`src/design/rx_reorder_bitmap_tracker_assert.svh`:
```
// Assertion macros for the receive reorder tracker.
`ifndef RX_REORDER_BITMAP_TRACKER_ASSERT_SVH
`define RX_REORDER_BITMAP_TRACKER_ASSERT_SVH

// Check a condition on every clock edge outside reset.
`define RRBT_ASSERT(lbl, prop, msg) \
  lbl: assert property (@(posedge clk_i) disable iff (!rst_ni) (prop)) else $error(msg);

// Check that a trigger leads to a consequence in the next cycle.
`define RRBT_ASSERT_NEXT(lbl, trig, cons, msg) \
  lbl: assert property (@(posedge clk_i) disable iff (!rst_ni) (trig) |=> (cons)) \
    else $error(msg);

`endif

```
`src/design/rrbt_pkg.sv`:
```
package rrbt_pkg;

  localparam int unsigned DW             = 32;
  localparam int unsigned WIN_W          = 7;
  localparam int unsigned NUM_FLOWS_DEF  = 16;
  localparam int unsigned MAX_WINDOW_DEF = 64;

  // Input beat kinds carried in tuser.
  typedef enum logic {
    CMD_DATA  = 1'b0,
    CMD_CLEAR = 1'b1
  } cmd_e;

  typedef struct packed {
    logic          start;
    logic [DW-1:0] dividend;
    logic [DW-1:0] divisor;
  } div_req_t;

  typedef struct packed {
    logic          busy;
    logic          done;
    logic [DW-1:0] quo;
    logic [DW-1:0] rem;
  } div_rsp_t;

endpackage

```
`src/design/rx_reorder_bitmap_tracker.sv`:
```
// Receive-side reorder tracker: one expected sequence and one circular
// arrival bitmap per flow.
// Input stream (s_axis): one beat per packet or per clear-flow command;
// tuser selects the command. Output stream (m_axis): one beat per data
// packet carrying ack, base PSN, rotated bitmap and flags. A clear-flow
// command is done in the accept cycle and produces no output beat.
// Configuration: cfg_we_i writes the window size (clamped to 1..MAX_WINDOW);
// a change of size clears every bitmap. Write only while the block is idle.
// Arithmetic: all divisions run through one shared 32-step divider. A
// stale or ahead-of-sequence packet takes four divisions plus a bitmap
// rotation over the window; an in-order packet adds two divisions and a
// drain that clears each buffered bit of the run in turn. One packet is
// worked at a time. The result sits in an output register; the next
// packet is accepted while it waits, but a finished packet holds in its
// last step until the receiver takes the previous beat. Reset clears
// every flow and sets the window to MAX_WINDOW.
module rx_reorder_bitmap_tracker
  import rrbt_pkg::*;
#(
  parameter int unsigned NUM_FLOWS  = NUM_FLOWS_DEF,
  parameter int unsigned MAX_WINDOW = MAX_WINDOW_DEF
) (
  input  logic               clk_i,
  input  logic               rst_ni,
  input  logic               s_axis_tvalid_i,
  output logic               s_axis_tready_o,
  // [3:0] flow_index, [35:4] seq_num, [67:36] payload_len, [99:68] pkt_unit
  input  logic [103:0]       s_axis_tdata_i,
  // [0] cmd
  input  logic               s_axis_tuser_i,
  output logic               m_axis_tvalid_o,
  input  logic               m_axis_tready_i,
  // [31:0] ack_value, [63:32] base_psn, [127:64] rotated_bits, [128] gap_flag
  output logic [135:0]       m_axis_tdata_o,
  // [0] send_ctrl, [1] nack_flag, [2] overflow_drop
  output logic [2:0]         m_axis_tuser_o,
  input  logic               cfg_we_i,
  input  logic [WIN_W-1:0]   cfg_wdata_i
);

  // Only 16 flow codes can arrive, so at most 16 flows are stored.
  localparam int unsigned NF = (NUM_FLOWS < 16) ? NUM_FLOWS : 16;
  localparam int unsigned FW = (NF > 1) ? $clog2(NF) : 1;
  localparam int unsigned PW = (MAX_WINDOW > 1) ? $clog2(MAX_WINDOW) : 1;

  localparam logic [3:0] S_IDLE     = 4'd0;
  localparam logic [3:0] S_DIV_PSN  = 4'd1;
  localparam logic [3:0] S_DIV_POS0 = 4'd2;
  localparam logic [3:0] S_UPD      = 4'd3;
  localparam logic [3:0] S_DIV_E1   = 4'd4;
  localparam logic [3:0] S_DIV_P1   = 4'd5;
  localparam logic [3:0] S_DRAIN    = 4'd6;
  localparam logic [3:0] S_DIV_BASE = 4'd7;
  localparam logic [3:0] S_CHK      = 4'd8;
  localparam logic [3:0] S_DIV_ROT  = 4'd9;
  localparam logic [3:0] S_ROT      = 4'd10;
  localparam logic [3:0] S_FIN      = 4'd11;

  // Per-flow state
  logic [DW-1:0]         exp_mem_q  [NF];
  logic [MAX_WINDOW-1:0] bits_mem_q [NF];
  logic [WIN_W-1:0]      win_q;

  // Sequencer and working registers
  logic [3:0]            state_q, state_d;
  logic [FW-1:0]         flow_q, flow_d;
  logic [DW-1:0]         seq_q, seq_d;
  logic [DW-1:0]         len_q, len_d;
  logic [DW-1:0]         step_q, step_d;
  logic [DW-1:0]         psn_q, psn_d;
  logic [DW-1:0]         exp_q, exp_d;
  logic [DW-1:0]         base_q, base_d;
  logic [MAX_WINDOW-1:0] bits_q, bits_d;
  logic [MAX_WINDOW-1:0] rot_q, rot_d;
  logic [PW-1:0]         pos0_q, pos0_d;
  logic [PW-1:0]         pos_q, pos_d;
  logic [WIN_W-1:0]      icnt_q, icnt_d;
  logic                  gt_q, gt_d;
  logic                  nack_q, nack_d;

  // Output register
  logic                  out_vld_q, out_vld_d;
  logic [135:0]          out_data_q, out_data_d;
  logic [2:0]            out_user_q, out_user_d;

  logic [3:0]            in_flow;
  logic [DW-1:0]         in_seq, in_len, in_unit;
  logic [FW-1:0]         in_flow_sel;
  logic                  in_fire, clr_fire, wb_en;
  logic [WIN_W-1:0]      cfg_win;
  logic [PW-1:0]         pos_next;
  div_req_t              div_req;
  div_rsp_t              div_rsp;

  assign in_flow = s_axis_tdata_i[3:0];
  assign in_seq  = s_axis_tdata_i[35:4];
  assign in_len  = s_axis_tdata_i[67:36];
  assign in_unit = s_axis_tdata_i[99:68];

  // Fold the flow code onto the stored flows.
  always_comb begin
    in_flow_sel = '0;
    for (int k = 0; k < 16; k++) begin
      if (in_flow == 4'(k)) in_flow_sel = FW'(k % NF);
    end
  end

  assign s_axis_tready_o = (state_q == S_IDLE);
  assign in_fire  = s_axis_tvalid_i && s_axis_tready_o;
  assign clr_fire = in_fire && (s_axis_tuser_i == CMD_CLEAR);

  // Clamp the window write to 1..MAX_WINDOW.
  always_comb begin
    if (cfg_wdata_i == '0) begin
      cfg_win = WIN_W'(1);
    end else if (cfg_wdata_i > WIN_W'(MAX_WINDOW)) begin
      cfg_win = WIN_W'(MAX_WINDOW);
    end else begin
      cfg_win = cfg_wdata_i;
    end
  end

  // Advance a bitmap position, wrapping at the window size.
  assign pos_next = ((WIN_W'(pos_q) + WIN_W'(1)) == win_q) ? '0 : pos_q + PW'(1);

  // Pick operands for the shared divider from the sequencer state.
  always_comb begin
    div_req.dividend = exp_q;
    div_req.divisor  = step_q;
    case (state_q)
      S_DIV_PSN: begin
        div_req.dividend = seq_q;
        div_req.divisor  = step_q;
      end
      S_DIV_POS0: begin
        div_req.dividend = psn_q;
        div_req.divisor  = DW'(win_q);
      end
      S_DIV_P1, S_DIV_ROT: begin
        div_req.dividend = base_q;
        div_req.divisor  = DW'(win_q);
      end
      default: begin
        div_req.dividend = exp_q;
        div_req.divisor  = step_q;
      end
    endcase
    div_req.start = ((state_q == S_DIV_PSN) || (state_q == S_DIV_POS0) ||
                     (state_q == S_DIV_E1) || (state_q == S_DIV_P1) ||
                     (state_q == S_DIV_BASE) || (state_q == S_DIV_ROT)) &&
                    !div_rsp.busy && !div_rsp.done;
  end

  rrbt_div u_div (
    .clk_i  (clk_i),
    .rst_ni (rst_ni),
    .req_i  (div_req),
    .rsp_o  (div_rsp)
  );

  always_comb begin
    state_d    = state_q;
    flow_d     = flow_q;
    seq_d      = seq_q;
    len_d      = len_q;
    step_d     = step_q;
    psn_d      = psn_q;
    exp_d      = exp_q;
    base_d     = base_q;
    bits_d     = bits_q;
    rot_d      = rot_q;
    pos0_d     = pos0_q;
    pos_d      = pos_q;
    icnt_d     = icnt_q;
    gt_d       = gt_q;
    nack_d     = nack_q;
    out_vld_d  = out_vld_q && !m_axis_tready_i;
    out_data_d = out_data_q;
    out_user_d = out_user_q;
    wb_en      = 1'b0;

    case (state_q)
      S_IDLE: begin
        if (in_fire && (s_axis_tuser_i == CMD_DATA)) begin
          flow_d = in_flow_sel;
          seq_d  = in_seq;
          len_d  = in_len;
          if (in_unit != '0) begin
            step_d = in_unit;
          end else if (in_len != '0) begin
            step_d = in_len;
          end else begin
            step_d = DW'(1);
          end
          exp_d   = exp_mem_q[in_flow_sel];
          bits_d  = bits_mem_q[in_flow_sel];
          nack_d  = 1'b0;
          state_d = S_DIV_PSN;
        end
      end
      S_DIV_PSN: begin
        if (div_rsp.done) begin
          psn_d   = div_rsp.quo;
          state_d = S_DIV_POS0;
        end
      end
      S_DIV_POS0: begin
        if (div_rsp.done) begin
          pos0_d  = div_rsp.rem[PW-1:0];
          gt_d    = seq_q > exp_q;
          state_d = (seq_q == exp_q) ? S_UPD : S_DIV_BASE;
        end
      end
      S_UPD: begin
        // In-order data: drop its own bit and move past its payload.
        bits_d[pos0_q] = 1'b0;
        exp_d   = exp_q + len_q;
        state_d = S_DIV_E1;
      end
      S_DIV_E1: begin
        if (div_rsp.done) begin
          base_d  = div_rsp.quo;
          state_d = S_DIV_P1;
        end
      end
      S_DIV_P1: begin
        if (div_rsp.done) begin
          pos_d   = div_rsp.rem[PW-1:0];
          state_d = S_DRAIN;
        end
      end
      S_DRAIN: begin
        // Consume one buffered packet per cycle while the run continues.
        if (bits_q[pos_q]) begin
          bits_d[pos_q] = 1'b0;
          exp_d = exp_q + step_q;
          pos_d = pos_next;
        end else begin
          state_d = S_DIV_BASE;
        end
      end
      S_DIV_BASE: begin
        if (div_rsp.done) begin
          base_d  = div_rsp.quo;
          state_d = S_CHK;
        end
      end
      S_CHK: begin
        if (gt_q) begin
          if ({1'b0, psn_q} >= ({1'b0, base_q} + (DW+1)'(win_q))) begin
            nack_d = 1'b1;
          end else begin
            bits_d[pos0_q] = 1'b1;
          end
        end
        state_d = S_DIV_ROT;
      end
      S_DIV_ROT: begin
        if (div_rsp.done) begin
          pos_d   = div_rsp.rem[PW-1:0];
          icnt_d  = '0;
          rot_d   = '0;
          state_d = S_ROT;
        end
      end
      S_ROT: begin
        rot_d[icnt_q[PW-1:0]] = bits_q[pos_q];
        pos_d  = pos_next;
        icnt_d = icnt_q + WIN_W'(1);
        if ((icnt_q + WIN_W'(1)) == win_q) begin
          state_d = S_FIN;
        end
      end
      S_FIN: begin
        // Hold here until the output register is free.
        wb_en = 1'b1;
        if (!out_vld_q || m_axis_tready_i) begin
          out_vld_d  = 1'b1;
          out_data_d = {7'd0, |bits_q, 64'(rot_q), base_q, exp_q};
          out_user_d = {nack_q, nack_q, 1'b1};
          state_d    = S_IDLE;
        end
      end
      default: begin
        state_d = S_IDLE;
      end
    endcase
  end

  always_ff @(posedge clk_i or negedge rst_ni) begin
    if (!rst_ni) begin
      state_q   <= S_IDLE;
      out_vld_q <= 1'b0;
      win_q     <= WIN_W'(MAX_WINDOW);
      for (int f = 0; f < NF; f++) begin
        exp_mem_q[f]  <= '0;
        bits_mem_q[f] <= '0;
      end
    end else begin
      state_q   <= state_d;
      out_vld_q <= out_vld_d;
      if (cfg_we_i && (cfg_win != win_q)) begin
        win_q <= cfg_win;
        for (int f = 0; f < NF; f++) begin
          bits_mem_q[f] <= '0;
        end
      end
      if (clr_fire) begin
        exp_mem_q[in_flow_sel]  <= '0;
        bits_mem_q[in_flow_sel] <= '0;
      end
      if (wb_en) begin
        exp_mem_q[flow_q]  <= exp_q;
        bits_mem_q[flow_q] <= bits_q;
      end
    end
  end

  always_ff @(posedge clk_i) begin
    flow_q     <= flow_d;
    seq_q      <= seq_d;
    len_q      <= len_d;
    step_q     <= step_d;
    psn_q      <= psn_d;
    exp_q      <= exp_d;
    base_q     <= base_d;
    bits_q     <= bits_d;
    rot_q      <= rot_d;
    pos0_q     <= pos0_d;
    pos_q      <= pos_d;
    icnt_q     <= icnt_d;
    gt_q       <= gt_d;
    nack_q     <= nack_d;
    out_data_q <= out_data_d;
    out_user_q <= out_user_d;
  end

  assign m_axis_tvalid_o = out_vld_q;
  assign m_axis_tdata_o  = out_data_q;
  assign m_axis_tuser_o  = out_user_q;

  `include "rx_reorder_bitmap_tracker_assert.svh"

  `RRBT_ASSERT(a_win_range,
    (win_q != '0) && (win_q <= WIN_W'(MAX_WINDOW)), "window size out of range")
  `RRBT_ASSERT(a_div_idle_start, !div_req.start || !div_rsp.busy, "divider started while busy")
  `RRBT_ASSERT(a_pos_in_window,
    !((state_q == S_DRAIN) || (state_q == S_ROT)) || (WIN_W'(pos_q) < win_q),
    "bitmap position beyond window")
  `RRBT_ASSERT_NEXT(a_fin_loads, (state_q == S_FIN) && !out_vld_q,
    out_vld_q && (state_q == S_IDLE), "finished packet not loaded")

endmodule

```
`src/design/rrbt_div.sv`:
```
module rrbt_div
  import rrbt_pkg::*;
(
  input  logic     clk_i,
  input  logic     rst_ni,
  input  div_req_t req_i,
  output div_rsp_t rsp_o
);

  logic [DW-1:0] rem_q, rem_d;
  logic [DW-1:0] quo_q, quo_d;
  logic [DW-1:0] den_q, den_d;
  logic [4:0]    cnt_q, cnt_d;
  logic          busy_q, busy_d;
  logic          done_q, done_d;
  logic [DW:0]   trial;

  // One restoring step: shift in the next dividend bit and try to subtract.
  assign trial = {rem_q, quo_q[DW-1]} - {1'b0, den_q};

  always_comb begin
    rem_d  = rem_q;
    quo_d  = quo_q;
    den_d  = den_q;
    cnt_d  = cnt_q;
    busy_d = busy_q;
    done_d = 1'b0;
    if (busy_q) begin
      if (!trial[DW]) begin
        rem_d = trial[DW-1:0];
        quo_d = {quo_q[DW-2:0], 1'b1};
      end else begin
        rem_d = {rem_q[DW-2:0], quo_q[DW-1]};
        quo_d = {quo_q[DW-2:0], 1'b0};
      end
      cnt_d = cnt_q + 5'd1;
      if (cnt_q == 5'd31) begin
        busy_d = 1'b0;
        done_d = 1'b1;
      end
    end else if (req_i.start) begin
      rem_d  = '0;
      quo_d  = req_i.dividend;
      den_d  = req_i.divisor;
      cnt_d  = '0;
      busy_d = 1'b1;
    end
  end

  always_ff @(posedge clk_i or negedge rst_ni) begin
    if (!rst_ni) begin
      busy_q <= 1'b0;
      done_q <= 1'b0;
      cnt_q  <= '0;
    end else begin
      busy_q <= busy_d;
      done_q <= done_d;
      cnt_q  <= cnt_d;
    end
  end

  always_ff @(posedge clk_i) begin
    rem_q <= rem_d;
    quo_q <= quo_d;
    den_q <= den_d;
  end

  assign rsp_o.busy = busy_q;
  assign rsp_o.done = done_q;
  assign rsp_o.quo  = quo_q;
  assign rsp_o.rem  = rem_q;

endmodule

```
`config.mk`:
```
export PLATFORM = sky130hd
export DESIGN_NAME = rx_reorder_bitmap_tracker
export DESIGN_NICKNAME = d
export VERILOG_FILES = /design/src/design/rrbt_pkg.sv /design/src/design/rx_reorder_bitmap_tracker.sv /design/src/design/rrbt_div.sv
export VERILOG_INCLUDE_DIRS = /design/src /design/src/design
export SDC_FILE = /design/constraint.sdc
export NUM_CORES = 2
export LEC_CHECK = 0
export BUFFER_PORTS_ARGS = -buffer_cell sky130_fd_sc_hd__buf_2
export CAP_MARGIN = 10
export CORE_ASPECT_RATIO = 1.75
export CORE_MARGIN = 2
export CORE_UTILIZATION = 35
export DETAILED_ROUTE_END_ITERATION = 7
export GPL_TIMING_DRIVEN = 0
export PLACE_DENSITY = 0.53
export SYNTH_ARGS = -nofsm -noshare
export SYNTH_HDL_FRONTEND = slang
export SYNTH_SLANG_ARGS = --single-unit
```
`constraint.sdc`:
```
create_clock -name clk_i -period 28 [get_ports clk_i]
set_input_delay 1.4 -clock clk_i [delete_from_list [all_inputs] [get_ports clk_i]]
set_output_delay 1.4 -clock clk_i [all_outputs]
set_load 0.01 [all_outputs]
```
==> reports/metrics.yaml <==
worst_hold_path:
  hold_path_depth: 0
  holdPathEnd: "m_axis_tuser_o[1]"
  hold_path_class: "register to register"
  min-delay-start: "nack_q"
sta:
  slew_headroom_pct: 0.5557
  drv_slew: 0
  post-route-period-util_pct: 26.95
  finalHoldViolations: 0
  worst_slew_pin_slew_ns: 1.492
  setup_viol: 0
  setup_ws_ns: 20.46
  max_freq_ghz: 0.1325
  setup_tns_ns: 0
  rsz0062_at_grt: "false"
  finalCriticalPeriod_ns: 7.545
  skew_ns: 0.07534
route:
  wl_mm: 418.3
  via_count: 71850
  first_iter_violations: 7036
  dr.pass1.iters: 8
  post-route-drc-count: 0
  routed_via_density: 6.259
  ant_nets: 0
  wl_per_cell_um: 36.44
critical_path:
  worst_r2r_path_depth: 22
  end_kind: "register"
  worstPathRequired_ns: 28.58
  critPathKind: "register to register"
  slowest_delay_ns: 0.70
  arrival_ns: 8.12
  r2r-start: "win_q[1]"
  worstReg2RegEnd: "bits_q[19]"
  cp_slowest_cell: "nor2_4"
  path_max_fanout: 28
  start_kind: "register"
  ff2ff_setup_slack_ns: 20.46
  crit_chain: "inv_1 > fa_1 > nor2b_1 > o21ai_0 > a21boi_0 > o21ai_0 > a21boi_0 > o21a_1 > nor2b_1 > nand4_1 > xor2_1 > ha_1 > a21o_1 > a21o_1 > a21oi_1 > o21ai_0 > a21oi_1 > nor4_1 > o31ai_1 > a21oi_1 > nor2_4 > buf_12"
run_status:
  status: "finished, violations left"
  violations: "capacitance limit"
yosys:
  yosysTopAreaCellShare_pct: 39.91
  synth.most_common_cell: "dfrtp_1"
  synth_top_cell_by_area: "dfrtp_1"
  synth_common_cells: "1,554 x dfrtp_1, 1,541 x a22o_1, 571 x edfxtp_1, 568 x clkbuf_1, 482 x mux4_2"
  async_reset_ff_share_pct: 73.14
  avgSynthCellArea_um2: 13.67
  yosysWarnings: 0
  synth_edf_count: 571
  ys_ff_latch: 2126
  yosysSeqAreaShare_pct: 57.53
  syn-cell-area_um2: 97440
  synth_ff_type: "dfrtp_1"
  synthTopCellsByArea: "dfrtp_1 40%, edfxtp_1 18%, a22o_1 14%"
  syn_inst: 7126
  yosysUniqueCellTypes: 82
floorplan:
  die-area_um2: 282800
  initial_core_util_pct: 35.13
  die_height_um: 702.0
  std_cell_rows: 256
  die_w_um: 402.9
  ios: 258
  coreArea_um2: 277400
clock_network:
  htreeDepth: 4
  clkTransAtPathRegs_ns: 0.07
  cts_resized: 0
  clock-sinks: 2126
  numCtsBuffers: 209
  cts_buffer_depth: 4
  clk_latency_ns: 0.93
  post_cts.repair.setup_buffers: 0
  clockRootBuffer: "clkbuf_16"
  holdBufCountCts: 0
  cts_tree: "built"
grt:
  grt_pass1_wl_mm: 585.4
  grt_pass1_vias: 74530
  grt_usage_pct: 29.18
  overflow: 0
  grt_max_degree: 180
  grt_antenna_before_repair: 42
placed_design:
  dpl_worst_slack_ns: 20.63
  hpwl_mm: 308.6
  place.port_buffers: 243
  place_congestion: 1.011
pwr:
  power.density_nw_per_um2: 86.39
  p_leak_nw: 47.45
  ir_drop_uv: 52.01
finish:
  drive_above_1_share_pct: 17.92
  nets: 7928
  area_delta_synth_final_pct: 15.04
  fin_util_pct: 40.41
run:
  maxCapViolCount: 1
-- worst max-delay path, delay by kind of cell (launching register included) --
kind                       cells  cell delay [ns]
buffers and inverters          2             0.68
DFF                            1             0.68
and+or+nand+nor                5             1.75
adders and majority gates      2             0.86
AOI/OAI and AO/OA             12             3.03
xor gates and xnor gates       1             0.18
-- metrics by stage --
step / cell area, um^2 / cells / hold WS [ns] / total power [mW]
floorplan: 97460 / 7132 / 0.4003 / 5.359
detailed placement: 104800 / 11060 / 0.4180 / 6.650
CTS: 111900 / 11440 / 0.4378 / 9.662
finish: 112100 / 11480 / 0.4352 / 9.683
global route: 112000 / 11460 / 0.4410 / 9.988
global placement: 103200 / 10990 / 0.4137 / 6.597
-- how the worst max path moves through the flow --
stage	startpoint	end	slack (ns)
after global routing	win_q[1]	bits_q[19]	20.46
after global placement	rst_ni	bits_mem_q[907]	-8.11
after detailed placement	win_q[1]	bits_q[20]	20.63
final	win_q[1]	bits_q[19]	20.46
after CTS	win_q[1]	bits_q[17]	20.57
after floorplan	s_axis_tvalid_i	bits_q[0]	18.56
-- registers in the layout, summed over array words and instances (netlist names), 5 cells and up --
name,cells
bits_mem_q,1024
exp_mem_q,512
m_axis_tdata_o,129
bits_q,64
rot_q,64
base_q,32
exp_q,32
len_q,32
psn_q,32
seq_q,32
step_q,32
u_div.den_q,32
u_div.quo_q,32
u_div.rem_q,32
icnt_q,7
win_q,7
pos0_q,6
pos_q,6
u_div.cnt_q,5
-- placed cells by master (no fill, tap or decap), drive strengths merged, types with 37 or more instances in the layout --
master	instances
a21o	82
xor2	47
buf	564
a21oi	249
inv	141
mux2i	37
clkinv	51
nor2	175
nand2	333
nor4	40
a221oi	45
o2111ai	49
nand3	124
o21ai	161
clkbuf	854
nor2b	42
dfrtp	1554
mux4	482
o211ai	63
ha	138
xnor2	62
a22o	1541
edfxtp	571
nand4	44
and2	41
-- routing by layer --
layer / routed length, um / vias to the layer above / track usage, %
met2: 204300 / 3861 / 49.16
met1: 138600 / 37710 / 30.49
met5: 88 / - / 0
met3: 30380 / 1347 / 6.646
li1: - / 28920 / -
met4: 44970 / 12 / 25.87
-- cell families after synthesis --
logic type                 share of synthesized area [%]
other                                           0.007707
buffers and inverters                              4.141
xor gates and xnor gates                          0.9990
AOI/OAI and AO/OA                                  19.23
muxes                                              11.66
and+or+nand+nor                                    4.596
DFF                                                57.53
adders and majority gates                          1.834
-- layout make-up --
class / instances / area [um^2]
fillers: 25760 / 165300
flip-flops and latches: 2126 / 56060
multi-input cells: 4065 / 37580
clock buffers: 284 / 5987
well taps: 3612 / 4519
plain buffers: 807 / 3605
repair buffers: 327 / 2648
clock inverters: 91 / 1105
inverters: 134 / 505.5
diodes: 33 / 82.58
-- power by group --
part	switching (mW)	total, mW	internal (mW)
sequential	0.193	3.73	3.54
clock	1.34	3.03	1.69
combinational	2.11	2.92	0.810
total	3.64	9.68	6.04
No activity file was read; power rests on OpenSTA's default activity.
